### config.mk
export PLATFORM = sky130hd
export DESIGN_NAME = base64_stream_encoder_core
export DESIGN_NICKNAME = d
export VERILOG_FILES = /design/src/design/b64enc_pkg.sv /design/src/design/b64enc_front.sv /design/src/design/b64enc_fifo.sv /design/src/design/b64enc_back.sv /design/src/design/base64_stream_encoder_core.sv
export SDC_FILE = /design/constraint.sdc
export NUM_CORES = 1
export LEC_CHECK = 0
export ABC_AREA = 1
export BUFFER_PORTS_ARGS = -buffer_cell sky130_fd_sc_hd__clkbuf_2
export CORE_MARGIN = 4
export CORE_UTILIZATION = 40
export DETAILED_ROUTE_END_ITERATION = 10
export PLACE_DENSITY_LB_ADDON = 0.08
export SLEW_MARGIN = 20
export SYNTH_ARGS = -nofsm -noshare
export SYNTH_HDL_FRONTEND = slang
export SYNTH_SLANG_ARGS = --single-unit
### constraint.sdc
create_clock -name clk -period 6.3 [get_ports clk]
set_input_delay 1.26 -clock clk [delete_from_list [all_inputs] [get_ports clk]]
set_output_delay 1.26 -clock clk [all_outputs]
set_load 0.05 [all_outputs]
### src/design/b64enc_pkg.sv
`timescale 1ns / 1ps

package b64enc_pkg;

  // Position within the current three-byte group.
  typedef enum logic [1:0] {
    PH_0,
    PH_1,
    PH_2
  } b64enc_phase_t;

  localparam logic [6:0] PAD_CHAR = 7'h3D;  // '='

  // All characters that one input byte produces. Only the final character
  // of a bundle can carry the end-of-message flag.
  typedef struct packed {
    logic [3:0][6:0] chars;   // chars[0] goes out first
    logic [1:0]      cnt_m1;  // number of valid characters minus one
    logic            fin;     // final character ends the message
  } b64enc_bundle_t;

  // Standard base64 alphabet: A-Z, a-z, 0-9, '+', '/'.
  function automatic logic [6:0] sextet_char(input logic [5:0] v);
    logic [6:0] vv;
    logic [6:0] ch;
    vv = {1'b0, v};
    if (v < 6'd26) begin
      ch = 7'h41 + vv;
    end else if (v < 6'd52) begin
      ch = 7'h47 + vv;
    end else if (v < 6'd62) begin
      ch = vv - 7'd4;
    end else if (v == 6'd62) begin
      ch = 7'h2B;
    end else begin
      ch = 7'h2F;
    end
    return ch;
  endfunction

endpackage

### src/design/b64enc_front.sv
`timescale 1ns / 1ps

module b64enc_front
  import b64enc_pkg::*;
(
  input  logic           clk,
  input  logic           rst,
  input  logic           in_valid,
  input  logic [7:0]     in_byte,
  input  logic           last_byte,
  input  logic           q_full,
  output logic           in_ready,
  output logic           push,
  output b64enc_bundle_t push_data
);

  b64enc_phase_t phase, phase_next;
  logic [3:0]    carry, carry_next;
  logic          emits;

  assign in_ready = !q_full;

  always_comb begin
    push_data.chars  = {4{PAD_CHAR}};
    push_data.cnt_m1 = 2'd0;
    push_data.fin    = last_byte;
    phase_next       = PH_0;
    carry_next       = 4'd0;
    emits            = 1'b1;
    unique case (phase)
      PH_1: begin
        push_data.chars[0] = sextet_char({carry[1:0], in_byte[7:4]});
        if (last_byte) begin
          push_data.chars[1] = sextet_char({in_byte[3:0], 2'b00});
          push_data.cnt_m1   = 2'd2;
        end else begin
          phase_next = PH_2;
          carry_next = in_byte[3:0];
        end
      end
      PH_2: begin
        push_data.chars[0] = sextet_char({carry, in_byte[7:6]});
        push_data.chars[1] = sextet_char(in_byte[5:0]);
        push_data.cnt_m1   = 2'd1;
      end
      default: begin
        // The unused phase code behaves as the start of a group.
        push_data.chars[0] = sextet_char(in_byte[7:2]);
        if (last_byte) begin
          push_data.chars[1] = sextet_char({in_byte[1:0], 4'b0000});
          push_data.cnt_m1   = 2'd3;
        end else begin
          phase_next = PH_1;
          carry_next = {2'b00, in_byte[1:0]};
        end
      end
    endcase
  end

  assign push = in_valid && in_ready && emits;

  always_ff @(posedge clk) begin
    if (rst) begin
      phase <= PH_0;
      carry <= 4'd0;
    end else if (in_valid && in_ready) begin
      phase <= phase_next;
      carry <= carry_next;
    end
  end

endmodule

### src/design/b64enc_fifo.sv
`timescale 1ns / 1ps

module b64enc_fifo
  import b64enc_pkg::*;
#(
  parameter int DEPTH = 2
) (
  input  logic           clk,
  input  logic           rst,
  input  logic           push,
  input  b64enc_bundle_t push_data,
  output logic           full,
  output logic           q_valid,
  output b64enc_bundle_t q_data,
  input  logic           pop
);

  localparam int AW = (DEPTH > 1) ? $clog2(DEPTH) : 1;
  localparam int CW = $clog2(DEPTH + 1);

  b64enc_bundle_t slots [DEPTH];
  logic [AW-1:0]  wr_ptr;
  logic [AW-1:0]  rd_ptr;
  logic [CW-1:0]  count;

  assign full    = (count == CW'(DEPTH));
  assign q_valid = (count != '0);
  assign q_data  = slots[rd_ptr];

  always_ff @(posedge clk) begin
    if (push) begin
      slots[wr_ptr] <= push_data;
    end
  end

  always_ff @(posedge clk) begin
    if (rst) begin
      wr_ptr <= '0;
      rd_ptr <= '0;
      count  <= '0;
    end else begin
      if (push) begin
        wr_ptr <= (wr_ptr == AW'(DEPTH - 1)) ? '0 : wr_ptr + AW'(1);
      end
      if (pop) begin
        rd_ptr <= (rd_ptr == AW'(DEPTH - 1)) ? '0 : rd_ptr + AW'(1);
      end
      if (push && !pop) begin
        count <= count + CW'(1);
      end else if (pop && !push) begin
        count <= count - CW'(1);
      end
    end
  end

  a_count_bound: assert property (@(posedge clk) disable iff (rst)
    count <= CW'(DEPTH))
    else $error("queue count beyond depth");

  a_no_overflow: assert property (@(posedge clk) disable iff (rst)
    !(push && full && !pop))
    else $error("push into a full queue");

  a_no_underflow: assert property (@(posedge clk) disable iff (rst)
    !(pop && !q_valid))
    else $error("pop from an empty queue");

endmodule

### src/design/b64enc_back.sv
`timescale 1ns / 1ps

module b64enc_back
  import b64enc_pkg::*;
(
  input  logic           clk,
  input  logic           rst,
  input  logic           q_valid,
  input  b64enc_bundle_t q_data,
  output logic           pop,
  output logic           out_valid,
  input  logic           out_ready,
  output logic [6:0]     out_char,
  output logic           last_char
);

  b64enc_bundle_t cur;
  logic           busy;
  logic [1:0]     idx;
  logic           out_free;
  logic           issue;
  logic           done;

  assign out_free = !out_valid || out_ready;
  assign issue    = busy && out_free;
  assign done     = issue && (idx == cur.cnt_m1);
  assign pop      = q_valid && (!busy || done);

  always_ff @(posedge clk) begin
    if (rst) begin
      busy      <= 1'b0;
      idx       <= 2'd0;
      out_valid <= 1'b0;
    end else begin
      if (out_free) begin
        out_valid <= issue;
      end
      if (pop) begin
        busy <= 1'b1;
        idx  <= 2'd0;
      end else if (done) begin
        busy <= 1'b0;
      end else if (issue) begin
        idx <= idx + 2'd1;
      end
    end
  end

  always_ff @(posedge clk) begin
    if (pop) begin
      cur <= q_data;
    end
    if (issue) begin
      out_char  <= cur.chars[idx];
      last_char <= cur.fin && (idx == cur.cnt_m1);
    end
  end

  a_idx_in_bundle: assert property (@(posedge clk) disable iff (rst)
    busy |-> (idx <= cur.cnt_m1))
    else $error("character index past end of bundle");

  a_issue_fills_output: assert property (@(posedge clk) disable iff (rst)
    issue |=> out_valid)
    else $error("issued character not presented");

  a_pop_only_when_free: assert property (@(posedge clk) disable iff (rst)
    pop |-> (!busy || done))
    else $error("bundle loaded over one in progress");

endmodule

### src/design/base64_stream_encoder_core.sv
`timescale 1ns / 1ps

// Base64 stream encoder, standard alphabet with '=' padding.
// Input channel s_*: one raw byte per beat in s_tdata, s_tlast marks the final
// byte of a message. Output channel m_*: one ASCII character per beat in
// m_tdata[6:0] (bit 7 is zero), m_tlast marks the final character.
// A front stage classifies each byte against the group phase and produces all
// characters it completes (one to four) as one bundle; a small queue holds
// bundles; a back stage sends them out one character per cycle.
// Throughput: one byte per cycle on input while the queue has room; while
// m_tready is high the output register sends one character per cycle, so a
// steady stream runs at four output beats per three input bytes, and a final
// byte produces up to four characters. On an empty path a character's byte
// passes the queue, the bundle register and the output register to m_*.
// When the receiver stalls, the output register holds its beat, the back stage
// stops, the queue fills, and then s_tready drops until space frees up.
// Reset (rst, synchronous) empties the queue and output register and returns
// the encoder to the start of a group.

module base64_stream_encoder_core
  import b64enc_pkg::*;
#(
  parameter int FIFO_DEPTH = 2
) (
  input  logic       clk,
  input  logic       rst,
  input  logic       s_tvalid,
  output logic       s_tready,
  input  logic [7:0] s_tdata,   // [7:0] in_byte
  input  logic       s_tlast,   // last_byte
  output logic       m_tvalid,
  input  logic       m_tready,
  output logic [7:0] m_tdata,   // [6:0] out_char, [7] zero
  output logic       m_tlast    // last_char
);

  b64enc_bundle_t push_data;
  b64enc_bundle_t q_data;
  logic           push;
  logic           q_full;
  logic           q_valid;
  logic           pop;
  logic [6:0]     out_char;

  b64enc_front u_front (
    .clk       (clk),
    .rst       (rst),
    .in_valid  (s_tvalid),
    .in_byte   (s_tdata),
    .last_byte (s_tlast),
    .q_full    (q_full),
    .in_ready  (s_tready),
    .push      (push),
    .push_data (push_data)
  );

  b64enc_fifo #(
    .DEPTH (FIFO_DEPTH)
  ) u_fifo (
    .clk       (clk),
    .rst       (rst),
    .push      (push),
    .push_data (push_data),
    .full      (q_full),
    .q_valid   (q_valid),
    .q_data    (q_data),
    .pop       (pop)
  );

  b64enc_back u_back (
    .clk       (clk),
    .rst       (rst),
    .q_valid   (q_valid),
    .q_data    (q_data),
    .pop       (pop),
    .out_valid (m_tvalid),
    .out_ready (m_tready),
    .out_char  (out_char),
    .last_char (m_tlast)
  );

  assign m_tdata = {1'b0, out_char};

endmodule
# Yosys cells after proc, flatten, opt, wreduce, memory -nomap -nowiden
# Memory sizes are Yosys's and may differ from the RTL's. A register that Yosys moved wholly into a read port is not among the register bits.
# Index checks and enable logic that the tools add are counted.
# totals
out_inout_bits	11
ff_bits	36
input_bits	13
ram_bits	34
latchBits	0
rom_bits	0
n_memories	1
word_cells	126
# mem_list
name	words	width	rd	rd_clocked_by_memory_dff	write_ports	line_no	source
u_fifo.slots	2	17	1	1	1	b64enc_fifo.sv:21	b64enc_bundle_t slots [DEPTH];
# classes
bitwise_logic	1
n_mul	0
n_div	0
mux	43
eq_ne	8
reduce_logical	19
add_sub_neg	23
n_shift	0
n_lt_le_gt_ge	19
# op_table
operator	n
two-way mux 7 bit	21
adder 7 x 6 -> 7 bit, first input constant	12
less-than comparator 6 bit, second input constant	12
subtractor 6 x 3 -> 7 bit, second input constant	6
less-than comparator 6 x 5 -> 1 bit, second input constant	6
one-hot mux 16 bit (2 select lines)	1
== test 6 bit, second input constant	4
binary-select mux 7 bit (select 2 bit)	1
two-way mux 2 bit	6
two-way mux 3 bit	4
one-hot mux 4 bit (2 select lines)	1
logical AND 1 bit	7
two-way mux 1 bit	7
nonzero test 2 bit	3
zero test 1 bit	5
adder 2 x 1 -> 2 bit, second input constant	2
== test 2 bit, second input constant	2
two-way mux 4 bit	1
one-hot mux 2 bit (2 select lines)	1
less-than comparator 2 x 3 -> 1 bit, second input constant	1
adder 1 bit, second input constant	2
== test 2 x 1 -> 1 bit, second input constant	1
== test 2 bit	1
logical OR 1 bit	2
other kinds (4)	4

# Longest topological paths before layout
# logic_depth
depth_word	9
ltp_mapped	17
mapped_depth_nobuf	16

# By module
# A second synthesis with hierarchy kept.
# unflattened
hier_cells	722
hier_area_um2	6603.8
# by_module_without_submodules
module	seq_area_each_um2	area_per_inst_um2	cells_per_inst	instances
b64enc_front	120.1	2488.6	475	1
b64enc_fifo	1961.9	2471.1	129	1
b64enc_back	1251.2	1632.8	116	1
base64_stream_encoder_core	0.0	11.3	2	1

# Worst setup path after synthesis
# No wires, ideal clock.
# synth_timing
path_kind	input to register
start	input port s_tdata[1]
end	memory u_fifo.slots[0][14] (netlist bit) (data pin)
path_buffers	1
t_arrival_ns	2.639
path_stages	17
t_required_ns	6.037
setup_ns	0.263
path_slack_ns	3.398
cell_sequence	buf_4 -> inv_2 -> ha_1 -> inv_2 -> nand2_1 -> nand2_1 -> nand2_1 -> inv_1 -> ha_1 -> inv_1 -> o21ai_0 -> inv_1 -> nand2_1 -> nand3_1 -> nand3_1 -> nand2_1 -> a21oi_1
# synth_rtl
item	line_no	source
start: declaration	base64_stream_encoder_core.sv:29	input logic [7:0] s_tdata,
end: declaration	b64enc_fifo.sv:21	

==> impl_metrics.toml <==
[synthesis]
synth_area_leaders = "edfxtp_1, nand2_1, ha_1"
synthArstFlopShare_pct = 0
ys_seq_area_share_pct = 42.97
postSynthCellCount = 609
synth_top_area_share_pct = 37.10
synth_most_common_cell = "nand2_1"
synth_edf_count = 59
yosys.area.top_type = "edfxtp_1"
synthTopCellsByCount = "nand2_1, edfxtp_1, inv_1"
syn_area_mm2 = 0.004776
post_synth.cell_area_avg_um2 = 7.842
synthDistinctLibCells = 38
synth_warnings = 0
ys_ff_latch = 73
synth_ff_type = "edfxtp_1"
syn-num-nets = 648

[critical_path]
worstPathArrival_ns = 3.05
crit_start = "s_tdata[2]"
crit_required_ns = 6.36
worst_setup_path_end_kind = "flip-flop"
worstSetupStartpointType = "input port"
r2r_cells = 12
endpoint = "u_fifo.slots[1][16]$_DFFE_PP_"
worstReg2RegStart = "u_front.carry[0]$_SDFFE_PP0P_"
worstPathMaxFanout = 13
timing.rr.end = "u_fifo.slots[1][6]$_DFFE_PP_"
reg2reg_setup_slack_ns = 3.94
crit_type = "input port to flip-flop"

[final_layout]
syn_to_final_growth_pct = 10.58
diodes = 0
fin_nets = 663
layout-drive-gt1-share_pct = 12.40
multi_input_comb_area_mm2 = 0.002369
fin_area_mm2 = 0.005281
fillers = 1142
seq_area_mm2 = 0.002052

[timing]
slew_viol_final = 0
layout_min_cycle_time_ns = 2.988
holdWs_ns = 0.4943
finalCritPeriodShare_pct = 47.43
tightest_slew_ns = 0.8817
setup_violations = 0
worst_slew_margin_rel_pct = 41.16
rsz0062_at_grt = "false"
finalClockSkew_ns = 0.006581
hold_viol = 0
tns_ns = 0
max_freq_ghz = 0.3347

[clock_network]
cts.sinks = 73
cts_tree = "yes"
cts_max_level = 3
worst_skew_pair.late_latency_ns = 0.32
cts_buffers = 9
clk_pin_slew_ns = 0.05
cts_resized = 0
cts_buffer_depth = 2
cts-root-buf = "clkbuf_16"
cts_hold_buf = 0
postCtsSetupBuffers = 0

[grt]
antenna_found_initial = 0
grt_pass1_vias = 3653
grt_overflow_total = 0
track_usage_pct = 17.73
grt_max_degree = 20
grt_pass1_wl_mm = 18.74

[power]
internal-power_w = 0.001232
power.switching_w = 0.0006751
power_density_mw_per_mm2 = 361.0
vdd_drop_max_uv = 140.1
swShare_pct = 35.41
power_frac_clock_pct = 27.2
leakagePower_nw = 2.277
comb_power_share_pct = 31.1
pwr-share-seq_pct = 41.7

[placement]
gp_congestion = 0.8779
dpl_cell_area_mm2 = 0.004970
hpwl_mm = 8.748
numPortBuffers = 22

[run_status]
status = "completed"

[route]
vias_per_cell = 5.126
vias = 3957
dr.first_iter.drc_count = 198
wl_per_cell_um = 14.88
drc = 0
ant_nets = 0
dr.pass1.iters = 5
wl_mm = 11.49

[job]
maxCapViolCount = 0

[floorplanning]
fp.dieArea_mm2 = 0.01375
initial_core_util_pct = 41.30
die_w_um = 117.3
core_mm2 = 0.01156
std_cell_rows = 39
io_pins = 24
fp.dieH_um = 117.3

[hold_path]
hold_class = "flip-flop to flip-flop"
whs_path_depth = 2
layout by cell type (no fill, tap or decap), types with 14 or more instances in the layout:
cell,Yosys,final
nor2_1,39,38
o21ai_1,16,16
inv_2,21,21
xor2_1,17,17
clkbuf_2,0,22
edfxtp_1,59,59
o21ai_0,30,30
nand2_1,201,201
nand3_1,37,37
inv_1,44,44
dfxtp_1,14,14
a21oi_1,31,31
ha_1,26,26
registers in the layout, summed over array words and instances (netlist names), 2 cells and up:
| register | cells |
|---|---|
| u_fifo.slots | 34 |
| u_back.out_char | 7 |
| u_front.phase | 2 |
| u_back.cur | 17 |
| u_front.carry | 4 |
| u_fifo.count | 2 |
| u_back.idx | 2 |
per-layer routing:
layer | wire (um) | vias to the layer above | GRT usage [%]
li1 | - | 2036 | -
met1 | 5159 | 1824 | 23.17
met2 | 5753 | 86 | 30.05
met3 | 411 | 11 | 2.674
met4 | 164 | 0 | 5.887
met5 | 0 | - | 0
power groups by stage:
stage / combinational [W] / clock [W] / sequential [W]
6_report: 0.000593 / 0.000518 / 0.000796
5_1_grt: 0.000682 / 0.000557 / 0.000812
2_1_floorplan: 0.000401 / 0 / 0.000851
3_5_place_dp: 0.000599 / 0 / 0.000808
4_1_cts: 0.000601 / 0.000530 / 0.000798
3_3_place_gp: 0.000597 / 0 / 0.000808
cell families after synthesis:
group | synth area share (%)
AO/OA/AOI/OAI | 12.29
XOR/XNOR | 3.851
adder cells (fa/ha/maj) | 6.812
buffers and inverters | 7.493
flip-flops | 42.97
other | 0.07852
AND/OR/NAND/NOR | 26.51
area by class of cell:
cell class              count  area share, %
clock inverters             6          1.564
well taps                 143          3.388
repair buffers             23          2.227
multi-input cells         450          44.85
inverters                  67          4.786
flip-flops and latches     73          38.85
clock buffers              10          4.335
worst min-delay path by stage:
stage                                              from                             to
after floorplan           u_front.phase[0]$_SDFFE_PP0P_  u_front.phase[0]$_SDFFE_PP0P_
after global placement    u_front.phase[0]$_SDFFE_PP0P_  u_front.phase[0]$_SDFFE_PP0P_
after detailed placement       u_back.busy$_SDFFE_PP0P_  u_back.out_valid$_SDFFE_PP0N_
after CTS                      u_back.busy$_SDFFE_PP0P_  u_back.out_valid$_SDFFE_PP0N_
after global routing           u_back.busy$_SDFFE_PP0P_  u_back.out_valid$_SDFFE_PP0N_
final                      u_fifo.count[1]$_SDFFE_PP0P_   u_fifo.count[1]$_SDFFE_PP0P_
critical path: stages:
cell and delay (ns):
clkbuf_2 0.28, ha_1 0.40, nand2_1 0.17, nand2_1 0.11, nand2_1 0.07, inv_1 0.05, ha_1 0.12, inv_1 0.03
o21ai_0 0.09, nand2_1 0.11, o21bai_1 0.14, nand2_1 0.06, nand2_1 0.07, a21oi_1 0.08
stage by stage:
step	power [W]	util [%]	setup slack (ns)	instances
2_1_floorplan	0.001252	-	3.398	609
3_3_place_gp	0.001405	42.97	3.090	756
6_report	0.001907	45.67	3.312	772
5_1_grt	0.002051	45.67	3.075	772
4_1_cts	0.001929	45.67	3.326	772
3_5_place_dp	0.001407	42.97	2.989	756
(Power assumes the default switching activity.)
